<file path="src/hw/rtl/dtd_pkg.sv">
// shared types and constants of the task dispatcher
`default_nettype none
package dtd_pkg;

   localparam int TASK_SLOTS_DEF = 32;
   localparam int WORKERS_DEF    = 8;

   localparam int TASK_W     = 5;
   localparam int WORKER_W   = 3;
   localparam int KIND_W     = 4;
   localparam int REQ_W      = 3;
   localparam int OC_W       = 6;
   localparam int CNT_W      = 4;
   localparam int CAP_W      = 6;
   localparam int CSR_IDX_W  = 2;
   localparam int CSR_DATA_W = 8;

   localparam logic [OC_W-1:0]  OC_MAX    = 6'd63;
   localparam logic [CNT_W-1:0] WCNT_RST  = 4'd8;
   localparam logic [CAP_W-1:0] WCAP_RST  = 6'd4;

   localparam logic [CSR_IDX_W-1:0] CSR_WORKER_COUNT    = 2'd0;
   localparam logic [CSR_IDX_W-1:0] CSR_WORKER_CAPACITY = 2'd1;

   localparam logic [KIND_W-1:0] RES_ALLOCATED = 4'd0;
   localparam logic [KIND_W-1:0] RES_NO_SLOT   = 4'd1;
   localparam logic [KIND_W-1:0] RES_ASSIGNED  = 4'd2;
   localparam logic [KIND_W-1:0] RES_CHAIN     = 4'd3;
   localparam logic [KIND_W-1:0] RES_PICKED    = 4'd4;
   localparam logic [KIND_W-1:0] RES_NONE      = 4'd5;
   localparam logic [KIND_W-1:0] RES_ACK       = 4'd6;
   localparam logic [KIND_W-1:0] RES_REFUSED   = 4'd7;
   localparam logic [KIND_W-1:0] RES_PASS_END  = 4'd8;

   typedef enum logic [REQ_W-1:0] {
      REQ_ALLOC    = 3'd0,
      REQ_DEP      = 3'd1,
      REQ_PASS     = 3'd2,
      REQ_PICK     = 3'd3,
      REQ_COMPLETE = 3'd4,
      REQ_RELEASE  = 3'd5,
      REQ_CLEAR    = 3'd6
   } req_kind_type;

   typedef struct packed {
      logic [REQ_W-1:0]    req_type;
      logic [TASK_W-1:0]   task_id;
      logic [TASK_W-1:0]   dep_id;
      logic                parent_valid;
      logic [TASK_W-1:0]   parent_id;
      logic                has_job;
      logic                affinity_valid;
      logic [WORKER_W-1:0] affinity;
      logic [WORKER_W-1:0] worker_id;
   } dtd_req_type;

   typedef struct packed {
      logic [KIND_W-1:0]   kind;
      logic [TASK_W-1:0]   task_id_res;
      logic [WORKER_W-1:0] worker_id_res;
      logic                last;
   } dtd_rsp_type;

   typedef struct packed {
      logic                has_job;
      logic                aff_valid;
      logic [WORKER_W-1:0] aff;
      logic                par_valid;
      logic [TASK_W-1:0]   par;
      logic                dep_valid;
      logic [TASK_W-1:0]   dep;
      logic [OC_W-1:0]     oc;
   } slot_entry_type;

   typedef enum logic [4:0] {
      ST_IDLE,
      ST_ALLOC,
      ST_ALLOC_RD,
      ST_ALLOC_WB,
      ST_DEP_RD,
      ST_DEP_WB,
      ST_COMP,
      ST_COMP_CHK,
      ST_LOW_RD,
      ST_LOW_WB,
      ST_REL,
      ST_CMP,
      ST_PICK_Q,
      ST_PICK_S,
      ST_PICK_CHK,
      ST_PICK_NEXT,
      ST_PASS_RD,
      ST_PASS_EV,
      ST_PASS_END,
      ST_CLEAR,
      ST_ACK
   } state_type;

endpackage
`default_nettype wire

</file>
<file path="src/hw/rtl/dependency_aware_task_dispatcher.sv">
// dependency-aware task dispatcher top level
//
// A request is taken when start is high and busy is low; busy then stays
// high until the last result of that request is on the rsp_ ports. Results
// come one per strobe cycle (rsp_valid) and the receiver cannot hold them
// off; rsp_payload.last marks the final one of a request.
// Slot fields live in a single-port-read slot memory, queue entries in a
// queue memory, both with registered reads; the sequencer reads an entry,
// then modifies and writes it back.
// A schedule pass walks every slot, reading each candidate and updating
// the parent of each task it chains. A pick reads queue entries in turn
// until one holds a task with no outstanding children, then compacts that
// queue. A release compacts every worker queue.
// Reset and clear empty the table and queues at once, no sweep needed.
// csr_ writes are taken only while busy is low.
`default_nettype none
module dependency_aware_task_dispatcher #(
   parameter int TASK_SLOTS = dtd_pkg::TASK_SLOTS_DEF,
   parameter int WORKERS    = dtd_pkg::WORKERS_DEF
) (
   input  wire                               clock,
   input  wire                               reset,
   input  wire                               start,
   output logic                              busy,
   input  dtd_pkg::dtd_req_type              req_payload,
   output logic                              rsp_valid,
   output dtd_pkg::dtd_rsp_type              rsp_payload,
   input  wire                               csr_valid,
   output logic                              csr_ready,
   input  wire [dtd_pkg::CSR_IDX_W-1:0]      csr_index,
   input  wire [dtd_pkg::CSR_DATA_W-1:0]     csr_data
);

   localparam int SIDX_W = $clog2(TASK_SLOTS);
   localparam int WIDX_W = (WORKERS > 1) ? $clog2(WORKERS) : 1;
   localparam int TCNT_W = $clog2(TASK_SLOTS + 1);
   localparam int LEN_W  = $clog2(TASK_SLOTS + 1);
   localparam int WC_W   = $clog2(WORKERS + 1);
   localparam int QDEPTH = WORKERS * TASK_SLOTS;
   localparam int QA_W   = $clog2(QDEPTH);

   dtd_pkg::state_type state_ff, state_in;
   logic                busy_ff, busy_in;
   dtd_pkg::dtd_req_type req_ff, req_in;
   logic [TASK_SLOTS-1:0] used_ff, used_in, done_ff, done_in, asg_ff, asg_in;
   logic [LEN_W-1:0]    len_ff [WORKERS];
   logic [LEN_W-1:0]    len_in [WORKERS];
   logic [dtd_pkg::CNT_W-1:0] wcnt_ff, wcnt_in;
   logic [dtd_pkg::CAP_W-1:0] wcap_ff, wcap_in;
   logic [TCNT_W-1:0]   t_ff, t_in;
   logic [WIDX_W-1:0]   rr_ff, rr_in;
   logic [dtd_pkg::TASK_W-1:0] tgt_ff, tgt_in;
   logic [LEN_W-1:0]    qi_ff, qi_in, rd_ff, rd_in, wi_ff, wi_in, rdi_ff, rdi_in;
   logic                rdp_ff, rdp_in;
   logic [WIDX_W-1:0]   cw_ff, cw_in;
   logic                pend_v_ff, pend_v_in, rsp_v_ff, rsp_v_in;
   dtd_pkg::dtd_rsp_type pend_ff, pend_in, rsp_ff, rsp_in;

   logic                      s_clr, s_we, s_re;
   logic [SIDX_W-1:0]         s_waddr, s_raddr;
   dtd_pkg::slot_entry_type   s_wdata, s_rdata, s_mod;
   logic                      q_we, q_re;
   logic [QA_W-1:0]           q_waddr, q_raddr;
   logic [dtd_pkg::TASK_W-1:0] q_wdata, q_rdata;

   logic                emit, fin;
   dtd_pkg::dtd_rsp_type emit_res, fin_res;

   logic                free_found;
   logic [SIDX_W-1:0]   free_idx;
   logic [SIDX_W-1:0]   tix, rtix;
   logic                par_in_ok, task_ok, comp_go, rel_go;
   logic                dep_met, chain_go, rd_par_ok;
   logic                cmp_more, cmp_end, cmp_keep, cmp_last, pick_mode;
   logic                pick_wok, pick_more, pick_hit, pass_end, pass_cand;
   logic [WC_W-1:0]     wc_eff, rr_inc;
   logic                aff_hit, rr_full, alt_found;
   logic [WIDX_W-1:0]   alt_w, rr_sel, rr_next, push_w;

   function automatic logic [QA_W-1:0] qaddr(input logic [WIDX_W-1:0] w,
                                             input logic [LEN_W-1:0] i);
      return QA_W'(w) * QA_W'(TASK_SLOTS) + QA_W'(i);
   endfunction

   function automatic dtd_pkg::dtd_rsp_type mk(input logic [dtd_pkg::KIND_W-1:0] k,
                                               input logic [dtd_pkg::TASK_W-1:0] t,
                                               input logic [dtd_pkg::WORKER_W-1:0] w);
      dtd_pkg::dtd_rsp_type r;
      r.kind          = k;
      r.task_id_res   = t;
      r.worker_id_res = w;
      r.last          = 1'b0;
      return r;
   endfunction

   dtd_slot_mem #(.DEPTH(TASK_SLOTS), .AW(SIDX_W)) u_slot_mem (
      .clock (clock),
      .reset (reset),
      .clr   (s_clr),
      .we    (s_we),
      .waddr (s_waddr),
      .wdata (s_wdata),
      .re    (s_re),
      .raddr (s_raddr),
      .rdata (s_rdata)
   );

   dtd_queue_mem #(.DEPTH(QDEPTH), .AW(QA_W)) u_queue_mem (
      .clock (clock),
      .we    (q_we),
      .waddr (q_waddr),
      .wdata (q_wdata),
      .re    (q_re),
      .raddr (q_raddr),
      .rdata (q_rdata)
   );

   // lowest free slot
   always_comb begin
      free_found = 1'b0;
      free_idx   = '0;
      for (int i = TASK_SLOTS - 1; i >= 0; i--) begin
         if (!used_ff[i]) begin
            free_found = 1'b1;
            free_idx   = SIDX_W'(i);
         end
      end
   end

   assign tix       = SIDX_W'(req_ff.task_id);
   assign rtix      = SIDX_W'(t_ff);
   assign par_in_ok = req_ff.parent_valid && (req_ff.parent_id < TASK_SLOTS);
   assign task_ok   = req_ff.task_id < TASK_SLOTS;
   assign comp_go   = task_ok && used_ff[tix] && !done_ff[tix];
   assign rel_go    = task_ok && used_ff[tix] && done_ff[tix];
   assign rd_par_ok = s_rdata.par_valid && (s_rdata.par < TASK_SLOTS);
   assign dep_met   = !s_rdata.dep_valid ||
                      ((s_rdata.dep < TASK_SLOTS) && done_ff[SIDX_W'(s_rdata.dep)]);
   assign chain_go  = !done_ff[rtix] && (s_rdata.oc == '0);
   assign pick_mode = req_ff.req_type == dtd_pkg::REQ_PICK;
   assign cmp_more  = rd_ff < len_ff[cw_ff];
   assign cmp_end   = !cmp_more && !rdp_ff;
   assign cmp_keep  = pick_mode ? (rdi_ff != qi_ff) : (q_rdata != req_ff.task_id);
   assign cmp_last  = cw_ff == WIDX_W'(WORKERS - 1);
   assign pick_wok  = req_ff.worker_id < WORKERS;
   assign pick_more = qi_ff < len_ff[cw_ff];
   assign pick_hit  = s_rdata.oc == '0;
   assign pass_end  = t_ff == TCNT_W'(TASK_SLOTS);
   assign pass_cand = used_ff[rtix] && !asg_ff[rtix];

   // worker choice for a schedule pass
   always_comb begin
      if (wcnt_ff == '0) begin
         wc_eff = WC_W'(1);
      end else if (wcnt_ff > WORKERS) begin
         wc_eff = WC_W'(WORKERS);
      end else begin
         wc_eff = WC_W'(wcnt_ff);
      end
      aff_hit   = s_rdata.aff_valid && (s_rdata.aff < wc_eff);
      rr_full   = 8'(len_ff[rr_ff]) >= 8'(wcap_ff);
      alt_found = 1'b0;
      alt_w     = '0;
      for (int w = WORKERS - 1; w >= 0; w--) begin
         if ((w < wc_eff) && (8'(len_ff[w]) < 8'(wcap_ff))) begin
            alt_found = 1'b1;
            alt_w     = WIDX_W'(w);
         end
      end
      rr_sel  = (rr_full && alt_found) ? alt_w : rr_ff;
      rr_inc  = WC_W'(rr_sel) + WC_W'(1);
      rr_next = (rr_inc == wc_eff) ? '0 : WIDX_W'(rr_inc);
      push_w  = aff_hit ? WIDX_W'(s_rdata.aff) : rr_sel;
   end

   // next state
   always_comb begin
      state_in = state_ff;
      unique case (state_ff)
         dtd_pkg::ST_IDLE: begin
            if (start) begin
               unique case (req_payload.req_type)
                  dtd_pkg::REQ_ALLOC:    state_in = dtd_pkg::ST_ALLOC;
                  dtd_pkg::REQ_DEP:      state_in = (req_payload.task_id < TASK_SLOTS) ?
                                                    dtd_pkg::ST_DEP_RD : dtd_pkg::ST_ACK;
                  dtd_pkg::REQ_PASS:     state_in = dtd_pkg::ST_PASS_RD;
                  dtd_pkg::REQ_PICK:     state_in = dtd_pkg::ST_PICK_Q;
                  dtd_pkg::REQ_COMPLETE: state_in = dtd_pkg::ST_COMP;
                  dtd_pkg::REQ_RELEASE:  state_in = dtd_pkg::ST_REL;
                  dtd_pkg::REQ_CLEAR:    state_in = dtd_pkg::ST_CLEAR;
                  default:               state_in = dtd_pkg::ST_ACK;
               endcase
            end
         end
         dtd_pkg::ST_ALLOC:
            state_in = (free_found && par_in_ok) ? dtd_pkg::ST_ALLOC_RD : dtd_pkg::ST_IDLE;
         dtd_pkg::ST_ALLOC_RD: state_in = dtd_pkg::ST_ALLOC_WB;
         dtd_pkg::ST_ALLOC_WB: state_in = dtd_pkg::ST_IDLE;
         dtd_pkg::ST_DEP_RD:   state_in = dtd_pkg::ST_DEP_WB;
         dtd_pkg::ST_DEP_WB:   state_in = dtd_pkg::ST_IDLE;
         dtd_pkg::ST_COMP:
            state_in = comp_go ? dtd_pkg::ST_COMP_CHK : dtd_pkg::ST_IDLE;
         dtd_pkg::ST_COMP_CHK:
            state_in = rd_par_ok ? dtd_pkg::ST_LOW_RD : dtd_pkg::ST_IDLE;
         dtd_pkg::ST_LOW_RD:   state_in = dtd_pkg::ST_LOW_WB;
         dtd_pkg::ST_LOW_WB:
            state_in = (req_ff.req_type == dtd_pkg::REQ_PASS) ?
                       dtd_pkg::ST_PASS_RD : dtd_pkg::ST_IDLE;
         dtd_pkg::ST_REL:
            state_in = rel_go ? dtd_pkg::ST_CMP : dtd_pkg::ST_IDLE;
         dtd_pkg::ST_CMP: begin
            if (cmp_end) begin
               if (pick_mode) begin
                  state_in = dtd_pkg::ST_PICK_NEXT;
               end else if (cmp_last) begin
                  state_in = dtd_pkg::ST_IDLE;
               end
            end
         end
         dtd_pkg::ST_PICK_Q:
            state_in = (pick_wok && pick_more) ? dtd_pkg::ST_PICK_S : dtd_pkg::ST_IDLE;
         dtd_pkg::ST_PICK_S:   state_in = dtd_pkg::ST_PICK_CHK;
         dtd_pkg::ST_PICK_CHK:
            state_in = pick_hit ? dtd_pkg::ST_CMP : dtd_pkg::ST_PICK_Q;
         dtd_pkg::ST_PICK_NEXT:
            state_in = done_ff[SIDX_W'(tgt_ff)] ? dtd_pkg::ST_PICK_Q : dtd_pkg::ST_IDLE;
         dtd_pkg::ST_PASS_RD: begin
            if (pass_end) begin
               state_in = dtd_pkg::ST_PASS_END;
            end else if (pass_cand) begin
               state_in = dtd_pkg::ST_PASS_EV;
            end
         end
         dtd_pkg::ST_PASS_EV:
            state_in = (dep_met && !s_rdata.has_job && chain_go && rd_par_ok) ?
                       dtd_pkg::ST_LOW_RD : dtd_pkg::ST_PASS_RD;
         dtd_pkg::ST_PASS_END: state_in = dtd_pkg::ST_IDLE;
         dtd_pkg::ST_CLEAR:    state_in = dtd_pkg::ST_IDLE;
         dtd_pkg::ST_ACK:      state_in = dtd_pkg::ST_IDLE;
         default:              state_in = dtd_pkg::ST_IDLE;
      endcase
   end

   // datapath and memory control
   always_comb begin
      busy_in   = busy_ff;
      req_in    = req_ff;
      used_in   = used_ff;
      done_in   = done_ff;
      asg_in    = asg_ff;
      len_in    = len_ff;
      wcnt_in   = wcnt_ff;
      wcap_in   = wcap_ff;
      t_in      = t_ff;
      rr_in     = rr_ff;
      tgt_in    = tgt_ff;
      qi_in     = qi_ff;
      rd_in     = rd_ff;
      wi_in     = wi_ff;
      rdi_in    = rdi_ff;
      rdp_in    = rdp_ff;
      cw_in     = cw_ff;
      pend_v_in = pend_v_ff;
      pend_in   = pend_ff;
      rsp_v_in  = 1'b0;
      rsp_in    = rsp_ff;
      s_clr     = 1'b0;
      s_we      = 1'b0;
      s_waddr   = '0;
      s_wdata   = '0;
      s_re      = 1'b0;
      s_raddr   = '0;
      s_mod     = s_rdata;
      q_we      = 1'b0;
      q_waddr   = '0;
      q_wdata   = '0;
      q_re      = 1'b0;
      q_raddr   = '0;
      emit      = 1'b0;
      emit_res  = '0;
      fin       = 1'b0;
      fin_res   = mk(dtd_pkg::RES_ACK, req_ff.task_id, '0);

      if (csr_valid && !busy_ff) begin
         priority case (csr_index)
            dtd_pkg::CSR_WORKER_COUNT:    wcnt_in = csr_data[dtd_pkg::CNT_W-1:0];
            dtd_pkg::CSR_WORKER_CAPACITY: wcap_in = csr_data[dtd_pkg::CAP_W-1:0];
            default: ;
         endcase
      end

      unique case (state_ff)
         dtd_pkg::ST_IDLE: begin
            if (start) begin
               busy_in = 1'b1;
               req_in  = req_payload;
               t_in    = '0;
               rr_in   = '0;
               qi_in   = '0;
               cw_in   = WIDX_W'(req_payload.worker_id);
            end
         end
         dtd_pkg::ST_ALLOC: begin
            if (free_found) begin
               s_we              = 1'b1;
               s_waddr           = free_idx;
               s_wdata.has_job   = req_ff.has_job;
               s_wdata.aff_valid = req_ff.affinity_valid;
               s_wdata.aff       = req_ff.affinity_valid ? req_ff.affinity : '0;
               s_wdata.par_valid = par_in_ok;
               s_wdata.par       = par_in_ok ? req_ff.parent_id : '0;
               used_in[free_idx] = 1'b1;
               done_in[free_idx] = 1'b0;
               asg_in[free_idx]  = 1'b0;
               tgt_in            = dtd_pkg::TASK_W'(free_idx);
               if (!par_in_ok) begin
                  fin     = 1'b1;
                  fin_res = mk(dtd_pkg::RES_ALLOCATED, dtd_pkg::TASK_W'(free_idx), '0);
               end
            end else begin
               fin     = 1'b1;
               fin_res = mk(dtd_pkg::RES_NO_SLOT, '0, '0);
            end
         end
         dtd_pkg::ST_ALLOC_RD: begin
            s_re    = 1'b1;
            s_raddr = SIDX_W'(req_ff.parent_id);
         end
         dtd_pkg::ST_ALLOC_WB: begin
            if (s_rdata.oc < dtd_pkg::OC_MAX) begin
               s_mod.oc = s_rdata.oc + 1'b1;
            end
            s_we    = 1'b1;
            s_waddr = SIDX_W'(req_ff.parent_id);
            s_wdata = s_mod;
            fin     = 1'b1;
            fin_res = mk(dtd_pkg::RES_ALLOCATED, tgt_ff, '0);
         end
         dtd_pkg::ST_DEP_RD: begin
            s_re    = 1'b1;
            s_raddr = tix;
         end
         dtd_pkg::ST_DEP_WB: begin
            s_mod.dep_valid = req_ff.dep_id < TASK_SLOTS;
            s_mod.dep       = (req_ff.dep_id < TASK_SLOTS) ? req_ff.dep_id : '0;
            s_we            = 1'b1;
            s_waddr         = tix;
            s_wdata         = s_mod;
            fin             = 1'b1;
         end
         dtd_pkg::ST_COMP: begin
            if (comp_go) begin
               done_in[tix] = 1'b1;
               s_re         = 1'b1;
               s_raddr      = tix;
            end else begin
               fin = 1'b1;
            end
         end
         dtd_pkg::ST_COMP_CHK: begin
            if (rd_par_ok) begin
               tgt_in = s_rdata.par;
            end else begin
               fin = 1'b1;
            end
         end
         dtd_pkg::ST_LOW_RD: begin
            s_re    = 1'b1;
            s_raddr = SIDX_W'(tgt_ff);
         end
         dtd_pkg::ST_LOW_WB: begin
            if (s_rdata.oc != '0) begin
               s_mod.oc = s_rdata.oc - 1'b1;
               s_we     = 1'b1;
               s_waddr  = SIDX_W'(tgt_ff);
               s_wdata  = s_mod;
            end
            if (req_ff.req_type == dtd_pkg::REQ_PASS) begin
               t_in = t_ff + TCNT_W'(1);
            end else begin
               fin = 1'b1;
            end
         end
         dtd_pkg::ST_REL: begin
            if (rel_go) begin
               used_in[tix] = 1'b0;
               cw_in        = '0;
               rd_in        = '0;
               wi_in        = '0;
               rdp_in       = 1'b0;
            end else begin
               fin     = 1'b1;
               fin_res = mk(dtd_pkg::RES_REFUSED, req_ff.task_id, '0);
            end
         end
         dtd_pkg::ST_CMP: begin
            rdp_in = cmp_more;
            if (cmp_more) begin
               q_re    = 1'b1;
               q_raddr = qaddr(cw_ff, rd_ff);
               rd_in   = rd_ff + LEN_W'(1);
               rdi_in  = rd_ff;
            end
            if (rdp_ff && cmp_keep) begin
               q_we    = 1'b1;
               q_waddr = qaddr(cw_ff, wi_ff);
               q_wdata = q_rdata;
               wi_in   = wi_ff + LEN_W'(1);
            end
            if (cmp_end) begin
               len_in[cw_ff] = wi_ff;
               if (!pick_mode) begin
                  if (cmp_last) begin
                     fin = 1'b1;
                  end else begin
                     cw_in = cw_ff + WIDX_W'(1);
                     rd_in = '0;
                     wi_in = '0;
                  end
               end
            end
         end
         dtd_pkg::ST_PICK_Q: begin
            if (pick_wok && pick_more) begin
               q_re    = 1'b1;
               q_raddr = qaddr(cw_ff, qi_ff);
            end else begin
               fin     = 1'b1;
               fin_res = mk(dtd_pkg::RES_NONE, '0, req_ff.worker_id);
            end
         end
         dtd_pkg::ST_PICK_S: begin
            s_re    = 1'b1;
            s_raddr = SIDX_W'(q_rdata);
            tgt_in  = q_rdata;
         end
         dtd_pkg::ST_PICK_CHK: begin
            if (pick_hit) begin
               rd_in  = qi_ff;
               wi_in  = qi_ff;
               rdp_in = 1'b0;
            end else begin
               qi_in = qi_ff + LEN_W'(1);
            end
         end
         dtd_pkg::ST_PICK_NEXT: begin
            if (!done_ff[SIDX_W'(tgt_ff)]) begin
               fin     = 1'b1;
               fin_res = mk(dtd_pkg::RES_PICKED, tgt_ff, req_ff.worker_id);
            end
         end
         dtd_pkg::ST_PASS_RD: begin
            if (!pass_end) begin
               if (pass_cand) begin
                  s_re    = 1'b1;
                  s_raddr = rtix;
               end else begin
                  t_in = t_ff + TCNT_W'(1);
               end
            end
         end
         dtd_pkg::ST_PASS_EV: begin
            t_in = t_ff + TCNT_W'(1);
            if (dep_met) begin
               if (!s_rdata.has_job) begin
                  if (chain_go) begin
                     done_in[rtix] = 1'b1;
                     emit          = 1'b1;
                     emit_res      = mk(dtd_pkg::RES_CHAIN, dtd_pkg::TASK_W'(t_ff), '0);
                     if (rd_par_ok) begin
                        tgt_in = s_rdata.par;
                        t_in   = t_ff;
                     end
                  end
               end else begin
                  asg_in[rtix] = 1'b1;
                  if (len_ff[push_w] < TASK_SLOTS) begin
                     q_we           = 1'b1;
                     q_waddr        = qaddr(push_w, len_ff[push_w]);
                     q_wdata        = dtd_pkg::TASK_W'(t_ff);
                     len_in[push_w] = len_ff[push_w] + LEN_W'(1);
                  end
                  emit     = 1'b1;
                  emit_res = mk(dtd_pkg::RES_ASSIGNED, dtd_pkg::TASK_W'(t_ff),
                                dtd_pkg::WORKER_W'(push_w));
                  if (!aff_hit) begin
                     rr_in = rr_next;
                  end
               end
            end
         end
         dtd_pkg::ST_PASS_END: begin
            fin     = 1'b1;
            fin_res = mk(dtd_pkg::RES_PASS_END, '0, '0);
         end
         dtd_pkg::ST_CLEAR: begin
            used_in = '0;
            done_in = '0;
            asg_in  = '0;
            for (int w = 0; w < WORKERS; w++) begin
               len_in[w] = '0;
            end
            s_clr   = 1'b1;
            fin     = 1'b1;
            fin_res = mk(dtd_pkg::RES_ACK, '0, '0);
         end
         dtd_pkg::ST_ACK: begin
            fin = 1'b1;
         end
         default: ;
      endcase

      // one result held back so the final one can carry last
      if (emit) begin
         if (pend_v_ff) begin
            rsp_v_in = 1'b1;
            rsp_in   = pend_ff;
         end
         pend_in   = emit_res;
         pend_v_in = 1'b1;
      end
      if (fin) begin
         rsp_v_in    = 1'b1;
         rsp_in      = pend_v_ff ? pend_ff : fin_res;
         rsp_in.last = 1'b1;
         pend_v_in   = 1'b0;
         busy_in     = 1'b0;
      end
   end

   always_ff @(posedge clock) begin
      if (reset) begin
         state_ff  <= dtd_pkg::ST_IDLE;
         busy_ff   <= 1'b0;
         used_ff   <= '0;
         done_ff   <= '0;
         asg_ff    <= '0;
         wcnt_ff   <= dtd_pkg::WCNT_RST;
         wcap_ff   <= dtd_pkg::WCAP_RST;
         rdp_ff    <= 1'b0;
         pend_v_ff <= 1'b0;
         rsp_v_ff  <= 1'b0;
         for (int w = 0; w < WORKERS; w++) begin
            len_ff[w] <= '0;
         end
      end else begin
         state_ff  <= state_in;
         busy_ff   <= busy_in;
         used_ff   <= used_in;
         done_ff   <= done_in;
         asg_ff    <= asg_in;
         wcnt_ff   <= wcnt_in;
         wcap_ff   <= wcap_in;
         rdp_ff    <= rdp_in;
         pend_v_ff <= pend_v_in;
         rsp_v_ff  <= rsp_v_in;
         len_ff    <= len_in;
      end
   end

   always_ff @(posedge clock) begin
      req_ff  <= req_in;
      t_ff    <= t_in;
      rr_ff   <= rr_in;
      tgt_ff  <= tgt_in;
      qi_ff   <= qi_in;
      rd_ff   <= rd_in;
      wi_ff   <= wi_in;
      rdi_ff  <= rdi_in;
      cw_ff   <= cw_in;
      pend_ff <= pend_in;
      rsp_ff  <= rsp_in;
   end

   assign busy        = busy_ff;
   assign csr_ready   = !busy_ff;
   assign rsp_valid   = rsp_v_ff;
   assign rsp_payload = rsp_ff;

endmodule
`default_nettype wire

</file>
<file path="src/hw/rtl/dtd_slot_mem.sv">
// task slot table memory with per-row valid bits
`default_nettype none
module dtd_slot_mem #(
   parameter int DEPTH = dtd_pkg::TASK_SLOTS_DEF,
   parameter int AW    = $clog2(dtd_pkg::TASK_SLOTS_DEF)
) (
   input  wire                         clock,
   input  wire                         reset,
   input  wire                         clr,
   input  wire                         we,
   input  wire [AW-1:0]                waddr,
   input  dtd_pkg::slot_entry_type     wdata,
   input  wire                         re,
   input  wire [AW-1:0]                raddr,
   output dtd_pkg::slot_entry_type     rdata
);

   dtd_pkg::slot_entry_type mem_ff [DEPTH];
   dtd_pkg::slot_entry_type rd_ff;
   logic [DEPTH-1:0]        valid_ff;
   logic                    rv_ff;

   always_ff @(posedge clock) begin
      if (reset || clr) begin
         valid_ff <= '0;
      end else if (we) begin
         valid_ff[waddr] <= 1'b1;
      end
   end

   always_ff @(posedge clock) begin
      if (we) begin
         mem_ff[waddr] <= wdata;
      end
      if (re) begin
         rd_ff <= mem_ff[raddr];
         rv_ff <= valid_ff[raddr];
      end
   end

   assign rdata = rv_ff ? rd_ff : '0;

endmodule
`default_nettype wire

</file>
<file path="src/hw/rtl/dtd_queue_mem.sv">
// per-worker queue storage
`default_nettype none
module dtd_queue_mem #(
   parameter int DEPTH = dtd_pkg::TASK_SLOTS_DEF * dtd_pkg::WORKERS_DEF,
   parameter int AW    = $clog2(dtd_pkg::TASK_SLOTS_DEF * dtd_pkg::WORKERS_DEF)
) (
   input  wire                        clock,
   input  wire                        we,
   input  wire [AW-1:0]               waddr,
   input  wire [dtd_pkg::TASK_W-1:0]  wdata,
   input  wire                        re,
   input  wire [AW-1:0]               raddr,
   output logic [dtd_pkg::TASK_W-1:0] rdata
);

   logic [dtd_pkg::TASK_W-1:0] mem_ff [DEPTH];

   always_ff @(posedge clock) begin
      if (we) begin
         mem_ff[waddr] <= wdata;
      end
      if (re) begin
         rdata <= mem_ff[raddr];
      end
   end

endmodule
`default_nettype wire

</file>
<file path="config.mk">
export PLATFORM = sky130hd
export DESIGN_NAME = dependency_aware_task_dispatcher
export DESIGN_NICKNAME = d
export VERILOG_FILES = /design/src/hw/rtl/dtd_pkg.sv /design/src/hw/rtl/dependency_aware_task_dispatcher.sv /design/src/hw/rtl/dtd_slot_mem.sv /design/src/hw/rtl/dtd_queue_mem.sv
export SDC_FILE = /design/constraint.sdc
export NUM_CORES = 2
export LEC_CHECK = 0
export BUFFER_PORTS_ARGS = -buffer_cell sky130_fd_sc_hd__buf_4
export CAP_MARGIN = 15
export CORE_AREA = 2 2 368 515
export CTS_BUF_LIST = sky130_fd_sc_hd__clkbuf_8
export CTS_CLUSTER_SIZE = 20
export DETAILED_ROUTE_END_ITERATION = 8
export DIE_AREA = 0 0 370 517
export PLACE_DENSITY_LB_ADDON = 0.12
export SLEW_MARGIN = 20
export SYNTH_ARGS = -nofsm -noshare
export SYNTH_HDL_FRONTEND = slang
export SYNTH_SLANG_ARGS = --single-unit
export TNS_END_PERCENT = 10
</file>
<file path="constraint.sdc">
create_clock -name clock -period 8.85 [get_ports clock]
set_input_delay 0.885 -clock clock [delete_from_list [all_inputs] [get_ports clock]]
set_output_delay 0.885 -clock clock [all_outputs]
set_load 0.01 [all_outputs]
</file>
==> flow_summary.ini <==
[pwr]
p_int_mw = 18.5
swShare = 0.331
p_switching_mw = 9.19
leakage_nw = 39.1
clockPowerShare = 0.297
vdd_drop_max_mv = 0.195
cellPowerDensity_nw_per_um2 = 246
finalPower_mw = 27.7
p_comb_frac = 0.242
p_seq_frac = 0.461

[clock_tree]
cts_resized = 0
cts_root_buf = clkbuf_8
cts_sinks = 2331
cts_buffers = 360
post-cts-setup-buffers = 0
clk_pin_slew_ps = 60
tritoncts = built
hold_buffers = 0
clock_latency_ps = 970
cts_buffer_depth = 4
htree_num_levels = 5

[timing]
rsz0062_at_grt = false
hold_violations = 0
period_minus_slack_ps = 7730
tightestPinTransition_ps = 1200
slew_viol_final = 0
skew_ps = 95.0
fin_tns_setup_ps = 0
slew_headroom = 0.193
fmax_ghz = 0.129
period_share = 0.873
setup_violations = 0

[synthesis]
yosysSeqAreaShare = 0.666
synth_nets = 8383
yosysTopAreaCell = edfxtp_1
yosys_warnings = 0
synthesis.area_um2 = 102000
synth_compound_area_frac = 0.123
syn-instance-count = 8261
synth_common_cells = edfxtp_1 (2135), nand2_1 (1505), a21oi_1 (575)
synth-adder-area-share = 0.00992
synth_edf_count = 2135
synthFlopType = edfxtp_1
synth.distinct_cells = 110
synth_xor_area_frac = 0.00334
yosysTopAreaCellShare = 0.627
ys_ff_latch = 2331
synth_most_common_cell = edfxtp_1
synth-simple-area-share = 0.122
synth_top_family_by_area = compound AO/OA/AOI/OAI gates
yosys-top-cells-area = edfxtp_1 (63%), nand2_1 (5.5%), dfxtp_1 (3.8%)
synth.avg_cell_area_um2 = 12.4
muxShareOfSynthArea = 0.0509
synthArstFlopShare = 0

[worst_setup_path]
slowest_stage = edfxtp_1
path_max_fanout = 19
arrival_ps = 8270
endpoint_kind = register
crit_top_cell = nor2_1
start_kind = register
slowest_delay_ps = 850
cp_data_required_time_ps = 9390
path_cells = mux4_2, mux2_2, ha_1, o21a_1, nand2_1, o21ai_0, nand3_1, a21oi_1, a31oi_2, nor2_1, nor3_2, o22ai_1, nor2_1, ha_1, xnor2_1, nand2_1, a32o_1, buf_4, nand2b_1, nor2_1
critPathKind = register to register

[routing]
wl_mm = 326
drc = 0
via_per_inst = 6.48
drt_first_pass_iters = 8
ant_nets = 0
vias = 72300
first_iter_violations = 7646
wl_per_cell_um = 29.2

[floorplanning]
die_x_um = 370
fp-row-count = 188
die_h_um = 517
io_pins = 57
floorplan.initialDensity = 0.546
die_area_um2 = 191000
core_um2 = 187000

[finish]
fin_nets = 8532
fill_cells = 15000
ff_latch_area_um2 = 68000
multi_input_area_um2 = 32200
drive_gt1_frac = 0.121
area_delta_synth_final_pct = 10.3

[global_route]
grt_first_pass_wirelength_mm = 469
grt_start_max_net_pins = 127
grt_overflow = 0
antenna_found_initial = 7
grt_usage = 0.335
grt_pass1_vias = 70600

[job]
maxCapViolations = 0

[place]
gp_congestion = 0.982
hpwl_mm = 209
numPortBuffers = 54

[hold_path]
worst_hold_path_type = input port to register

[status]
status = finished clean
-- layout by cell type, fill, tap and decap left out, drive strengths merged, types with 120 or more instances in the layout --
cell type  count
a31oi        173
a22o         120
dfxtp        196
clkbuf       379
a21oi        577
edfxtp      2135
nor2         508
buf          335
nand2       1509
clkinv       121
mux2i        359
nand3        324
o21ai        308
nor3         207
inv          188
-- logic make-up after synthesis --
family / Yosys count
and+or+nand+nor: 2854
DFF: 2331
AOI/OAI and AO/OA: 1914
buffers and inverters: 605
muxes: 437
adders and majority gates: 81
xor gates and xnor gates: 39
-- worst max-delay path, delay by kind of cell, from the launching register on --
family / cells / cell delay, ps
compound gates: 6 / 2210
simple gates: 8 / 2180
mux: 2 / 870
flops: 1 / 850
xor+xnor: 1 / 510
fa+ha+maj: 2 / 490
buf+inv: 1 / 220
-- per-stage QoR --
| step | util | cells | worst slack, ps | area, um2 | hold WS [ps] |
|---|---|---|---|---|---|
| after floorplan | - | 8261 | 363 | 102000 | 431 |
| after global placement | 0.568 | 10500 | 1200 | 106000 | 445 |
| after detailed placement | 0.568 | 10500 | 1190 | 106000 | 453 |
| after CTS | 0.603 | 11200 | 1210 | 113000 | 45.8 |
| after global routing | 0.603 | 11200 | 652 | 113000 | 69.8 |
| final | 0.603 | 11200 | 1120 | 113000 | 136 |
-- cell type report --
| class | count | share of cell area |
|---|---|---|
| timing repair buffer | 335 | 0.0249 |
| multi-input combinational | 5325 | 0.285 |
| inverter | 57 | 0.00190 |
| tap | 2470 | 0.0274 |
| sequential | 2331 | 0.604 |
| antenna | 4 | 0.0000888 |
| clock inverter | 258 | 0.0106 |
| clock buffer | 379 | 0.0463 |
-- routing by layer --
metal / part of all wire / routed length, um / global-route usage / up-vias
li1: - / - / - / 31600
met3: 0.074 / 24100 / 0.0527 / 972
met2: 0.49 / 160000 / 0.565 / 3763
met5: 0.000074 / 24 / 0 / -
met4: 0.071 / 23200 / 0.212 / 4
met1: 0.36 / 118000 / 0.402 / 35900
-- worst paths after layout --
kind	startpoint	to	slack (ps)	depth (start not counted)
max	rr_ff[0]$_SDFFCE_PP0P_	u_queue_mem.mem_ff[35][4]$_DFFE_PP_	1120	20
min	req_payload[6]	req_ff[6]$_DFFE_PP_	140	1
max reg2reg	rr_ff[0]$_SDFFCE_PP0P_	u_queue_mem.mem_ff[35][4]$_DFFE_PP_	1120	20
min reg2reg	u_slot_mem.valid_ff[4]$_SDFFE_PP0P_	u_slot_mem.valid_ff[4]$_SDFFE_PP0P_	460	1
-- flip-flops by register name (all words and copies together), names as in the netlist, 4 cells and up, named ones only --
signal and flops:
wcnt_ff 4, u_slot_mem.rd_ff 23, tix 5, pend_ff 10, u_queue_mem.rdata 5, rdi_ff 6
u_slot_mem.mem_ff 736, asg_ff 32, u_slot_mem.valid_ff 32, rd_ff 6, rsp_payload 13, state_ff 5
used_ff 32, t_ff 6, req_ff 21, done_ff 32, qi_ff 6, wi_ff 6
wcap_ff 6, u_queue_mem.mem_ff 1280, tgt_ff 5
-- power groups by stage --
stage / registers, mW / logic [mW] / clock network [mW]
after floorplan: 12.8 / 4.36 / 0
after global placement: 13.0 / 6.48 / 0
after detailed placement: 13.0 / 6.55 / 0
after CTS: 12.8 / 6.57 / 8.35
after global routing: 12.8 / 7.06 / 8.81
final: 12.8 / 6.70 / 8.25
(Power assumes the default switching activity.)
